**config.mk**
```make
export PLATFORM = sky130hd
export DESIGN_NAME = particle_sensor_frame_parser_unit
export DESIGN_NICKNAME = d
export VERILOG_FILES = /design/src/psfp_pkg.sv /design/src/psfp_frame_collector.sv /design/src/particle_sensor_frame_parser_unit.sv
export VERILOG_INCLUDE_DIRS = /design/src /design/src/src
export SDC_FILE = /design/constraint.sdc
export NUM_CORES = 1
export LEC_CHECK = 0
export ABC_AREA = 0
export BUFFER_PORTS_ARGS = -buffer_cell sky130_fd_sc_hd__buf_2
export CAP_MARGIN = 20
export CORE_UTILIZATION = 50
export DETAILED_ROUTE_END_ITERATION = 8
export PLACE_DENSITY = 0.8
export SYNTH_ARGS = -nofsm -noshare
export SYNTH_HDL_FRONTEND = slang
export SYNTH_SLANG_ARGS = --single-unit
```
**constraint.sdc**
```tcl
create_clock -name clock -period 5.16 [get_ports clock]
set_input_delay 0.516 -clock clock [delete_from_list [all_inputs] [get_ports clock]]
set_output_delay 0.516 -clock clock [all_outputs]
set_load 0.05 [all_outputs]
```
**src/assert_macros.svh**
```systemverilog
// assertion helpers shared by the rtl
`ifndef ASSERT_MACROS_SVH
`define ASSERT_MACROS_SVH

// property checked every clock, off while reset is high
`define PSFP_ASSERT(label, prop, msg) \
   label: assert property (@(posedge clock) disable iff (reset) (prop)) else $error(msg);

// same check, also during reset
`define PSFP_ASSERT_ALWAYS(label, prop, msg) \
   label: assert property (@(posedge clock) (prop)) else $error(msg);

`endif

```
**src/psfp_pkg.sv**
```systemverilog
`timescale 1ns / 1ps

package psfp_pkg;

   localparam logic [7:0] START_BYTE  = 8'h42;
   localparam logic [7:0] HEADER_BYTE = 8'h4d;
   localparam int unsigned FRAME_BYTES = 23;
   localparam int unsigned NUM_VALUES  = 6;

   localparam logic [4:0] LAST_INDEX     = 5'(FRAME_BYTES - 1);
   localparam logic [4:0] SUM_LAST_INDEX = 5'd20;
   localparam logic [4:0] CKSUM_HI_INDEX = 5'd21;
   localparam logic [4:0] FIRST_VALUE_INDEX = 5'd3;
   localparam logic [4:0] LAST_VALUE_INDEX  = 5'd14;

   localparam logic [15:0] ALARM_HIGH_RESET = 16'd100;
   localparam logic [15:0] ALARM_LOW_RESET  = 16'd80;

   localparam logic CSR_ALARM_HIGH = 1'b0;
   localparam logic CSR_ALARM_LOW  = 1'b1;

   typedef logic [15:0] values_type [NUM_VALUES];

   typedef struct packed {
      logic frame_good;
      logic last_pending;
   } status_type;

endpackage

```
**src/psfp_frame_collector.sv**
```systemverilog
`timescale 1ns / 1ps
`include "assert_macros.svh"

module psfp_frame_collector (
   input  logic                    clock,
   input  logic                    reset,
   input  logic                    byte_accept,
   input  logic [7:0]              data_byte,
   output psfp_pkg::status_type    status,
   output psfp_pkg::values_type    values
);

   logic        collecting_ff, collecting_in;
   logic [4:0]  byte_index_ff, byte_index_in;
   logic [15:0] running_sum_ff, running_sum_in;
   logic        header_ok_ff, header_ok_in;
   logic [7:0]  cksum_hi_ff, cksum_hi_in;
   logic [15:0] values_ff [psfp_pkg::NUM_VALUES];
   logic [15:0] values_in [psfp_pkg::NUM_VALUES];

   logic [4:0]  value_offset;
   logic [2:0]  value_slot;
   logic        in_value_range;
   logic        last_byte;

   assign value_offset   = byte_index_ff - psfp_pkg::FIRST_VALUE_INDEX;
   assign value_slot     = value_offset[3:1];
   assign in_value_range = (byte_index_ff >= psfp_pkg::FIRST_VALUE_INDEX) &&
                           (byte_index_ff <= psfp_pkg::LAST_VALUE_INDEX);
   assign last_byte      = collecting_ff && (byte_index_ff == psfp_pkg::LAST_INDEX);

   always_comb begin
      collecting_in  = collecting_ff;
      byte_index_in  = byte_index_ff;
      running_sum_in = running_sum_ff;
      header_ok_in   = header_ok_ff;
      cksum_hi_in    = cksum_hi_ff;
      for (int i = 0; i < psfp_pkg::NUM_VALUES; i++) begin
         values_in[i] = values_ff[i];
      end
      if (byte_accept) begin
         if (!collecting_ff) begin
            if (data_byte == psfp_pkg::START_BYTE) begin
               collecting_in  = 1'b1;
               byte_index_in  = '0;
               running_sum_in = {8'h00, psfp_pkg::START_BYTE};
               header_ok_in   = 1'b0;
            end
         end else begin
            if (byte_index_ff == '0) begin
               header_ok_in = (data_byte == psfp_pkg::HEADER_BYTE);
            end
            if (byte_index_ff <= psfp_pkg::SUM_LAST_INDEX) begin
               running_sum_in = running_sum_ff + {8'h00, data_byte};
            end
            if (in_value_range) begin
               for (int i = 0; i < psfp_pkg::NUM_VALUES; i++) begin
                  if (value_slot == 3'(i)) begin
                     if (value_offset[0]) begin
                        values_in[i][7:0] = data_byte;
                     end else begin
                        values_in[i][15:8] = data_byte;
                     end
                  end
               end
            end
            if (byte_index_ff == psfp_pkg::CKSUM_HI_INDEX) begin
               cksum_hi_in = data_byte;
            end
            if (last_byte) begin
               collecting_in = 1'b0;
               byte_index_in = '0;
            end else begin
               byte_index_in = byte_index_ff + 5'd1;
            end
         end
      end
   end

   always_ff @(posedge clock) begin
      if (reset) begin
         collecting_ff  <= 1'b0;
         byte_index_ff  <= '0;
         running_sum_ff <= '0;
         header_ok_ff   <= 1'b0;
      end else begin
         collecting_ff  <= collecting_in;
         byte_index_ff  <= byte_index_in;
         running_sum_ff <= running_sum_in;
         header_ok_ff   <= header_ok_in;
      end
   end

   // capture storage, written before it is read
   always_ff @(posedge clock) begin
      cksum_hi_ff <= cksum_hi_in;
      for (int i = 0; i < psfp_pkg::NUM_VALUES; i++) begin
         values_ff[i] <= values_in[i];
      end
   end

   assign status.last_pending = last_byte;
   assign status.frame_good   = byte_accept && last_byte && header_ok_ff &&
                                (running_sum_ff == {cksum_hi_ff, data_byte});

   always_comb begin
      for (int i = 0; i < psfp_pkg::NUM_VALUES; i++) begin
         values[i] = values_ff[i];
      end
   end

   `PSFP_ASSERT(index_in_frame, byte_index_ff <= psfp_pkg::LAST_INDEX, "byte index past frame end")
   `PSFP_ASSERT(index_zero_when_hunting, !collecting_ff |-> (byte_index_ff == '0), "index moved while hunting")
   `PSFP_ASSERT(frame_ends_hunting, status.frame_good |=> !collecting_ff, "still collecting after frame end")

endmodule

```
**src/particle_sensor_frame_parser_unit.sv**
```systemverilog
`timescale 1ns / 1ps
`include "assert_macros.svh"

// particle sensor frame parser
// req channel: one serial byte per word (req_data_byte). the parser hunts for
// the start byte, collects the 23 frame bytes that follow and checks header and
// 16-bit sum. a good frame produces one rsp word with six readings and the
// pm2.5 hysteresis alarm; a bad frame produces nothing.
// csr port: index 0 alarm_high, index 1 alarm_low, written with csr_wr_en.
// throughput: one byte per clock while req_ready is high. the rsp word is
// registered and is valid in the cycle after the last frame byte is accepted.
// the result sits in an output register; bytes keep flowing while it waits.
// only the last byte of the next frame is held back (req_ready low) while
// the previous word is still not taken by the receiver.
// reset: hunting, alarm off, thresholds 100 and 80, no rsp word pending.

module particle_sensor_frame_parser_unit (
   input  logic        clock,
   input  logic        reset,
   input  logic        req_valid,
   output logic        req_ready,
   input  logic [7:0]  req_data_byte,
   output logic        rsp_valid,
   input  logic        rsp_ready,
   output logic [15:0] rsp_pm1_std,
   output logic [15:0] rsp_pm25_std,
   output logic [15:0] rsp_pm10_std,
   output logic [15:0] rsp_pm1_atm,
   output logic [15:0] rsp_pm25_atm,
   output logic [15:0] rsp_pm10_atm,
   output logic        rsp_alarm_on,
   input  logic        csr_wr_en,
   input  logic        csr_index,
   input  logic [15:0] csr_wdata
);

   psfp_pkg::status_type status;
   psfp_pkg::values_type values;

   logic        req_accept;
   logic        pm25_above_high, pm25_below_low;
   logic [15:0] alarm_high_thr_ff, alarm_low_thr_ff;
   logic        alarm_state_ff, alarm_state_in;
   logic        rsp_valid_ff, rsp_valid_in;
   logic [15:0] rsp_values_ff [psfp_pkg::NUM_VALUES];
   logic        rsp_alarm_ff;

   assign req_ready  = !(status.last_pending && rsp_valid_ff && !rsp_ready);
   assign req_accept = req_valid && req_ready;

   psfp_frame_collector u_collector (
      .clock       (clock),
      .reset       (reset),
      .byte_accept (req_accept),
      .data_byte   (req_data_byte),
      .status      (status),
      .values      (values)
   );

   always_ff @(posedge clock) begin
      if (reset) begin
         alarm_high_thr_ff <= psfp_pkg::ALARM_HIGH_RESET;
         alarm_low_thr_ff  <= psfp_pkg::ALARM_LOW_RESET;
      end else if (csr_wr_en) begin
         unique case (csr_index)
            psfp_pkg::CSR_ALARM_HIGH: alarm_high_thr_ff <= csr_wdata;
            psfp_pkg::CSR_ALARM_LOW:  alarm_low_thr_ff  <= csr_wdata;
         endcase
      end
   end

   // off condition wins when both thresholds are crossed
   assign pm25_above_high = values[1] > alarm_high_thr_ff;
   assign pm25_below_low  = values[1] < alarm_low_thr_ff;

   always_comb begin
      alarm_state_in = alarm_state_ff;
      priority if (pm25_below_low) begin
         alarm_state_in = 1'b0;
      end else if (pm25_above_high) begin
         alarm_state_in = 1'b1;
      end
   end

   assign rsp_valid_in = status.frame_good || (rsp_valid_ff && !rsp_ready);

   always_ff @(posedge clock) begin
      if (reset) begin
         alarm_state_ff <= 1'b0;
         rsp_valid_ff   <= 1'b0;
      end else begin
         rsp_valid_ff <= rsp_valid_in;
         if (status.frame_good) begin
            alarm_state_ff <= alarm_state_in;
         end
      end
   end

   always_ff @(posedge clock) begin
      if (status.frame_good) begin
         rsp_alarm_ff <= alarm_state_in;
         for (int i = 0; i < psfp_pkg::NUM_VALUES; i++) begin
            rsp_values_ff[i] <= values[i];
         end
      end
   end

   assign rsp_valid    = rsp_valid_ff;
   assign rsp_pm1_std  = rsp_values_ff[0];
   assign rsp_pm25_std = rsp_values_ff[1];
   assign rsp_pm10_std = rsp_values_ff[2];
   assign rsp_pm1_atm  = rsp_values_ff[3];
   assign rsp_pm25_atm = rsp_values_ff[4];
   assign rsp_pm10_atm = rsp_values_ff[5];
   assign rsp_alarm_on = rsp_alarm_ff;

   `PSFP_ASSERT(no_overwrite, (rsp_valid_ff && !rsp_ready) |-> !status.frame_good, "pending word overwritten")
   `PSFP_ASSERT(alarm_moves_on_frame, !$stable(alarm_state_ff) |-> $past(status.frame_good), "alarm changed without frame")
   `PSFP_ASSERT(word_follows_frame, status.frame_good |=> (rsp_valid_ff && (rsp_alarm_ff == alarm_state_ff)), "good frame gave no word")

endmodule
```
# After elaboration in Yosys (flattened, before gate mapping)
# Memories as Yosys holds them, arrays and structs flattened.
# Cells that the tools add are included.
[classes] order_cmp=5 eq_ne=12 n_addsub=3 mux=37 n_reduce_logical=21 n_bitwise=1
[op_table] cell="$mux W96" n=3
[op_table] cell="$mux W16" n=9
[op_table] cell="$mux W8" n=12
[op_table] cell="$add A16 B8 Y16" n=1
[op_table] cell="$eq A16 B16 Y1" n=1
[op_table] cell="$eq A8 B7 Y1 const B" n=2
[op_table] cell="$gt A16 B16 Y1" n=1
[op_table] cell="$lt A16 B16 Y1" n=1
[op_table] cell="$mux W5" n=3
[op_table] cell="$eq A5 B5 Y1 const B" n=2
[op_table] cell="$mux W1" n=10
[op_table] cell="$logic_and A1 B1 Y1" n=9
[op_table] cell="$reduce_and A3 Y1" n=3
[op_table] cell="$eq A3 B2 Y1 const B" n=2
[op_table] cell="$eq A3 B3 Y1 const B" n=2
[op_table] cell="$reduce_and A2 Y1" n=3
[op_table] cell="$add A5 B1 Y5 const B" n=1
[op_table] cell="$ge A5 B2 Y1 const B" n=1
[op_table] cell="$le A5 B4 Y1 const B" n=1
[op_table] cell="$le A5 B5 Y1 const B" n=1
[op_table] cell="$logic_not A5 Y1" n=1
[op_table] cell="$ne A2 B2 Y1 const B" n=2
[op_table] cell="$sub A4 B2 Y4 const B" n=1
[op_table] cell="$eq A3 B1 Y1 const B" n=1
[op_table] cell="5 further kinds" n=6
[totals] n_memories=2 inputBits=30 mem_bits_rw=192 register_bits=66
[mem_list] name="rsp_values_ff" words=6 word_bits=16 read_ports=6 rd_clocked_by_memory_dff=0 wr=6 line="particle_sensor_frame_parser_unit.sv:45" rtl="logic [15:0] rsp_values_ff [psfp_pkg::NUM_VALUES];"
[mem_list] name="u_collector.values_ff" words=6 word_bits=16 read_ports=6 rd_clocked_by_memory_dff=0 wr=6 line="psfp_frame_collector.sv:18" rtl="logic [15:0] values_ff [psfp_pkg::NUM_VALUES];"

# Depth between registers and ports, before layout
# Gate-level depths: netlist of the first run.
[logic_depth] depth_word=11 depth_mapped=10 ltp_nobuf=9

# By module
# From an unflattened synthesis of the first run, not the netlist that was laid out.
[unflattened] hier_cells=680 area_unflattened_um2=9785.6
[modules_own_cells] module="particle_sensor_frame_parser_unit" seq_area_each_um2=3593.4 n_inst=1 cells_per_inst=358 area_per_inst_um2=4894.7
[modules_own_cells] module="psfp_frame_collector" seq_area_each_um2=3583.4 n_inst=1 cells_per_inst=322 area_per_inst_um2=4890.9

# Least setup slack after synthesis of the first run
# OpenSTA, ideal clock, no wires.
[synth_timing] path_kind="input to register" from="input req_data_byte[0]" to="register rsp_alarm_ff (netlist: rsp_alarm_on), enable pin" setup_ps=450 path_slack_ps=1005 t_required_ps=4710 path_buffers=0 arrival_time_ps=3705 cell_stages=5 path_cell_list="ha_1 or4b_2 nor3_1 nand4_1 inv_1"
[synth_rtl] item="start, declared" line="particle_sensor_frame_parser_unit.sv:22" rtl="input logic [7:0] req_data_byte,"
[synth_rtl] item="end signal, assigned" line="particle_sensor_frame_parser_unit.sv:101" rtl="rsp_alarm_ff <= alarm_state_in;"
[synth_rtl] item="end, declared" line="particle_sensor_frame_parser_unit.sv:46" rtl="logic rsp_alarm_ff;"

==> run summary, run 1 <==
Status: finished clean
Initial drt markers: 428
Critical Path RT: 5340 ps
Ratio of cells with drive above 1 in the final layout: 21.7%
First-pass GRT wire length: 30600 µm
Top cells by area, synth: edfxtp_1 61%, dfxtp_1 12%, ha_1 5.5%, nand2_1 2.8%, a21oi_1 2.5%
IO Port Bufs: 128
Crit path cell chain: inv_1, or2_1, nor4_1, nand4_1, clkinv_2, buf_12
Reg2Reg Launch Point: u_collector.collecting_ff
Internal power: 3320 µW
Post-CTS Hold Fix Bufs: 0
Critical path arrival: 3300 ps
Core area: 19000 µm²
Max incr delay on CP: 660 ps
H-Tree Level Count: 1
Reg2Reg Capture Point: rsp_values_ff[1][5]
Rows: 50
Reg2Reg Depth: 6
Synth warn: 0
Largest family of logic cells by synthesized area: simple AND/OR/NAND/NOR gates
TritonCTS clock tree: built
Root buffer cell: clkbuf_16
Gr ovfl total: 0
Detailed-route wire length: 20200 µm
RSZ-0062 raised after global routing: no
Vias: 5840
Synth Area in Simple Gates: 9.43%
Maxcap violations: 0
Gp weighted congestion: 0.802
Mean post-synth cell area: 14.5 µm²
Initial antenna violation count: 0
Chip Width: 142 µm
Slowest CP cell: dfxtp_1
Crit Path Max Fanout: 52
Synth Area in Compound Gates: 6.84%
Sw Pwr: 827 µW
Mapped cell area: 9820 µm²
Crit path launch: u_collector.collecting_ff
Fin util: 60.9%
Vias in the first global route: 5627
Register share of total power: 54.0%
Leak: 0.00424 µW
Setup TNS: 0 ps
TritonCTS Buffers: 25
Primary FF master, synth: edfxtp_1
Top Family by Delay on Critical Path: buffers and inverters
Resize count post-CTS: 0
Min-Delay Path Class: in -> reg
CP Depth: 6
Num ports: 129
Tcrit/Tclk final: 60.4%
Post-CTS Setup Bufs: 0
Ys async rst share: 0%
DR pass1 iterations: 6
DRC: 0
Max clock buf depth: 3
Max Clk Rate: 321 MHz
XOR/XNOR Fraction of Synth Area: 2.14%
Final Net Count: 890
Chip height: 142 µm
Logic pwr share: 2.7%
Skew-Pair Late Insertion Delay: 520 ps
Finish-stage setup viols: 0
Mux contribution to synthesized area: 0.306%
CP bufs+invs: 3
EDFF count, synth: 201
Post-Synth Adder-Cell Area: 5.68%
N_diodes: 0
Area grow syn2layout: 17.7%
WL/cell: 18.4 µm
Tightest Pin Transition: 974 ps
Peak supply drop: 0.215 mV
Number of distinct library cells after synthesis: 57
HPWL after DPL: 13100 µm
Clock sink count: 258
Detail Route Antenna Nets: 0
Fin. Hold Viols: 0
Largest net degree at the start of global routing: 53
Initial core utilization: 51.8%
Cell accounting for the most synthesized area: edfxtp_1
Clock power share: 43.3%
Clk_skew: 20.4 ps
PwrDens: 359 nW/µm²
Worst setup endpoint: rsp_values_ff[1][5]
Post-synth top cells: 201 x edfxtp_1, 72 x nand2_1, 57 x dfxtp_1
Setup CP Type: reg -> reg
DIE AREA: 20200 µm²
Via density: 5.33
Share of the synthesized area in the top cell type: 61.5%
Register area share after synthesis: 73.1%
Worst-path clk slew: 60 ps
Slew Viols, Final: 0
Net Sw Frac: 19.9%
Worst reg-to-reg setup slack: 2040 ps
Most frequent cell after synthesis: edfxtp_1
Seq cells post-synth: 258
Synthesized Nets: 750
Total Routing Usage GR: 20.1%
Type of origin of the critical path: register
Period minus WS final: 3120 ps
Syn Inst Count: 676
CP endpoint kind: register
Normalized max-slew margin: 35.0%
[cell families after synthesis]
| group | Yosys count |
|---|---|
| DFF | 258 |
| and+or+nand+nor | 186 |
| AOI/OAI and AO/OA | 100 |
| buffers and inverters | 61 |
| adders and majority gates | 44 |
| xor gates and xnor gates | 24 |
| muxes | 3 |
[state kept, by name, summed over array words and instances, names as in the netlist, 5 cells and up]
register,count
rsp_values_ff,96
u_collector.byte_index_ff,5
alarm_low_thr_ff,16
u_collector.running_sum_ff,16
alarm_high_thr_ff,16
u_collector.cksum_hi_ff,8
u_collector.values_ff,96
[worst register-to-register path, cell delays in order (launching register included)]
cell and delay (ps):
dfxtp_1 660, inv_1 250, or2_1 310, nor4_1 280, nand4_1 250, clkinv_2 640
buf_12 350
[power groups by stage]
| stage | combinational [µW] | sequential [µW] | clock (µW) |
|---|---|---|---|
| after global routing | 124 | 2240 | 1890 |
| after floorplan | 60.2 | 2280 | 0 |
| after detailed placement | 109 | 2290 | 0 |
| final | 111 | 2240 | 1790 |
| after CTS | 111 | 2240 | 1820 |
| after global placement | 105 | 2280 | 0 |
[through the flow]
step	setup slack (ps)	std cells	hold slack [ps]	area [µm²]	power, µW
floorplan	1000	676	400	9820	2340
global placement	1590	1049	401	10700	2390
detailed placement	1540	1049	405	10700	2390
CTS	2040	1095	217	11600	4170
global route	1820	1095	220	11600	4260
finish	2040	1095	223	11600	4150
[per-layer routing]
layer	part of all wire (%)	global-route usage, %	vias up
met2	51	35.4	228
met5	0	0	-
met4	2.3	6.17	0
li1	-	-	2751
met1	41	25.3	2828
met3	6.2	3.30	33
[placed cells by master (no fill, tap or decap), types with 16 or more instances in the layout]
cell / count
nor2_1: 44
clkbuf_16: 25
nand2_1: 72
a21oi_1: 49
edfxtp_1: 201
dfxtp_1: 57
ha_1: 43
xor2_1: 16
inv_1: 42
buf_2: 128
[worst min-delay path by stage]
| stage | start | cells after the start | slack, ps | endpoint |
|---|---|---|---|---|
| after global routing | csr_wdata[6] | 2 | 220 | alarm_high_thr_ff[6] |
| after CTS | csr_wdata[6] | 2 | 220 | alarm_high_thr_ff[6] |
| final | csr_wdata[6] | 2 | 220 | alarm_high_thr_ff[6] |
| after detailed placement | u_collector.values_ff[3][10] | 0 | 400 | rsp_values_ff[3][10] |
| after floorplan | u_collector.values_ff[0][0] | 0 | 400 | rsp_values_ff[0][0] |
| after global placement | u_collector.values_ff[4][9] | 0 | 400 | rsp_values_ff[4][9] |
[final cells by class]
class | instances | area [µm²]
clock inverter | 10 | 118
sequential | 258 | 7180
multi-input combinational | 357 | 2400
inverter | 43 | 163
tap | 260 | 325
timing repair buffer | 131 | 676
fill | 1371 | 7400
clock buffer | 36 | 697
(Power assumes the default switching activity.)
==> inputs of run 2 (changes only) <==
- clock period: 5.16 -> 3.1 ns (I/O delays scaled with it)
==> run summary, run 2 (same netlist as run 1, synthesis figures left out) <==
Status: finished clean (unchanged)
Vias: 5881 (was 5840)
Final Cell Area: 11700 µm² (was 11600 µm²)
Met3 Wirelength: 1240 µm (was 1260 µm)
Vias in the first global route: 5858 (was 5627)
Min-Delay Path Class: in -> reg (unchanged)
Commonest cells after routing, fill and taps aside: 201 x edfxtp_1, 128 x buf_2, 72 x nand2_1 (unchanged)
Post-CTS Hold Fix Bufs: 0 (unchanged)
Area grow syn2layout: 18.7% (was 17.7%)
Footprint of the multi-input gates: 2400 µm² (unchanged)
DRC: 0 (unchanged)
Ratio of cells with drive above 1 in the final layout: 23.5% (was 21.7%)
Hold depth: 2 (unchanged)
Initial core utilization: 51.8% (unchanged)
Reg2Reg Depth: 8 (was 6)
Crit path launch: u_collector.byte_index_ff[0] (was u_collector.collecting_ff)
PnR worst setup slack: 208 ps (was 2040 ps)
TritonCTS Buffers: 24 (was 25)
Root buffer cell: clkbuf_16 (unchanged)
HPWL after DPL: 13800 µm (was 13100 µm)
Type of origin of the critical path: register (unchanged)
Largest net degree at the start of global routing: 37 (was 53)
Period minus WS final: 2890 ps (was 3120 ps)
Slew Viols, Final: 0 (unchanged)
Initial drt markers: 577 (was 428)
Met1 Wirelength: 8140 µm (was 8210 µm)
WL/cell: 18.2 µm (was 18.4 µm)
Tcrit/Tclk final: 93.3% (was 60.4%)
Post-CTS Setup Bufs: 0 (unchanged)
DR pass1 iterations: 5 (was 6)
Max clock buf depth: 3 (unchanged)
PwrDens: 574 nW/µm² (was 359 nW/µm²)
Clock sink count: 258 (unchanged)
Final Net Count: 907 (was 890)
Register area: 7180 µm² (unchanged)
Resize count post-CTS: 0 (unchanged)
Total Routing Usage GR: 20.2% (was 20.1%)
Crit Path Max Fanout: 36 (was 52)
Clk_skew: 11.0 ps (was 20.4 ps)
Leak: 0.00431 µW (was 0.00424 µW)
Worst setup endpoint: rsp_values_ff[2][10] (was rsp_values_ff[1][5])
Post-place setup slack: 281 ps (was 1540 ps)
DR top layer: met4 (unchanged)
Setup TNS: 0 ps (unchanged)
Detail Route Antenna Nets: 0 (unchanged)
Fin. Hold Viols: 0 (unchanged)
Gp weighted congestion: 0.841 (was 0.802)
Max Clk Rate: 346 MHz (was 321 MHz)
Chip Width: 142 µm (unchanged)
TritonCTS clock tree: built (unchanged)
Most common cell after layout, fill and taps aside: edfxtp_1 (unchanged)
Placed Area: 10900 µm² (was 10700 µm²)
Chip height: 142 µm (unchanged)
Critical path arrival: 3090 ps (was 3300 ps)
DIE AREA: 20200 µm² (unchanged)
Critical Path RT: 3300 ps (was 5340 ps)
Peak supply drop: 0.267 mV (was 0.215 mV)
First-pass GRT wire length: 30900 µm (was 30600 µm)
Pwr Total: 6690 µW (was 4150 µW)
Setup CP Type: reg -> reg (unchanged)
Skew-Pair Late Insertion Delay: 510 ps (was 520 ps)
Reg2Reg Launch Point: u_collector.byte_index_ff[0] (was u_collector.collecting_ff)
Number of fill cells in the layout: 1348 (was 1371)
Rows: 50 (unchanged)
Maxcap violations: 0 (unchanged)
Worst-path clk slew: 60 ps (about the same)
Initial antenna violation count: 0 (unchanged)
RSZ-0062 raised after global routing: no (unchanged)
N_diodes: 0 (unchanged)
Normalized max-slew margin: 51.0% (was 35.0%)
Reg2Reg Capture Point: rsp_values_ff[2][10] (was rsp_values_ff[1][5])
Finish-stage setup viols: 0 (unchanged)
H-Tree Level Count: 1 (unchanged)
Via density: 5.29 (was 5.33)
Core area: 19000 µm² (unchanged)
Largest regs: rsp_values_ff: 96 flops, u_collector.values_ff: 96 flops (unchanged)
IO Port Bufs: 128 (unchanged)
Worst reg-to-reg setup slack: 210 ps (was 2040 ps)
CP endpoint kind: register (unchanged)
Detailed-route wire length: 20200 µm (about the same)
Tightest Pin Transition: 732 ps (was 974 ps)
Num ports: 129 (unchanged)
Gr ovfl total: 0 (unchanged)
Met2 wire length: 10000 µm (was 10200 µm)
==> run 2: changes by cell type in the layout (fill, tap and decap cells not counted), sizes merged <==
cell,delta
inv,-1
buf,+18
clkbuf,-1
clkinvlp,+2
bufinv,-2
==> run 2: layout make-up <==
cell class	instances	share of cell area (%)
timing repair buffer	149	7.17
sequential	258	61.6
inverter	43	1.42
multi-input combinational	357	20.6
clock inverter	9	0.451
clock buffer	35	6.05
tap	260	2.79
==> run 2: how the worst min path moves through the flow <==
| stage | slack [ps] | start | end |
|---|---|---|---|
| after floorplan | 400 | u_collector.values_ff[0][0] | rsp_values_ff[0][0] |
| after global placement | 400 | u_collector.values_ff[3][8] | rsp_values_ff[3][8] |
| after detailed placement | 400 | u_collector.values_ff[0][2] | rsp_values_ff[0][2] |
| after CTS | 20 | csr_wdata[2] | alarm_high_thr_ff[2] |
| after global routing | 30 | csr_wdata[5] | alarm_high_thr_ff[5] |
| final | 30 | csr_wdata[2] | alarm_high_thr_ff[2] |
==> run 2: critical path, stage by stage, from the launching register on <==
cell        delay [ps]
dfxtp_1            410
inv_1              120
ha_1               190
nand4b_2           170
or2_1              280
nor4_1             450
nand4_1            260
clkinvlp_4         400
buf_12             270
==> run 2: per-stage QoR <==
step           utilization [%]  hold WS [ps]  cells
6_report                  61.5          25.3   1111
5_1_grt                   61.5          25.2   1111
4_1_cts                   61.5          17.5   1111
3_5_place_dp              57.5           405   1067
3_3_place_gp              57.5           401   1067
2_1_floorplan                -           400    676
==> run 2: per-layer routing <==
layer,global-route usage [%],vias to the layer above
met2,34.5,212
met5,0,-
li1,-,2780
met4,9.62,0
met1,24.9,2829
met3,3.80,60
==> run 2: where the power goes <==
group          switching (µW)  internal (µW)
clock network            1190           1580
registers                9.59           3720
logic                     129           66.7
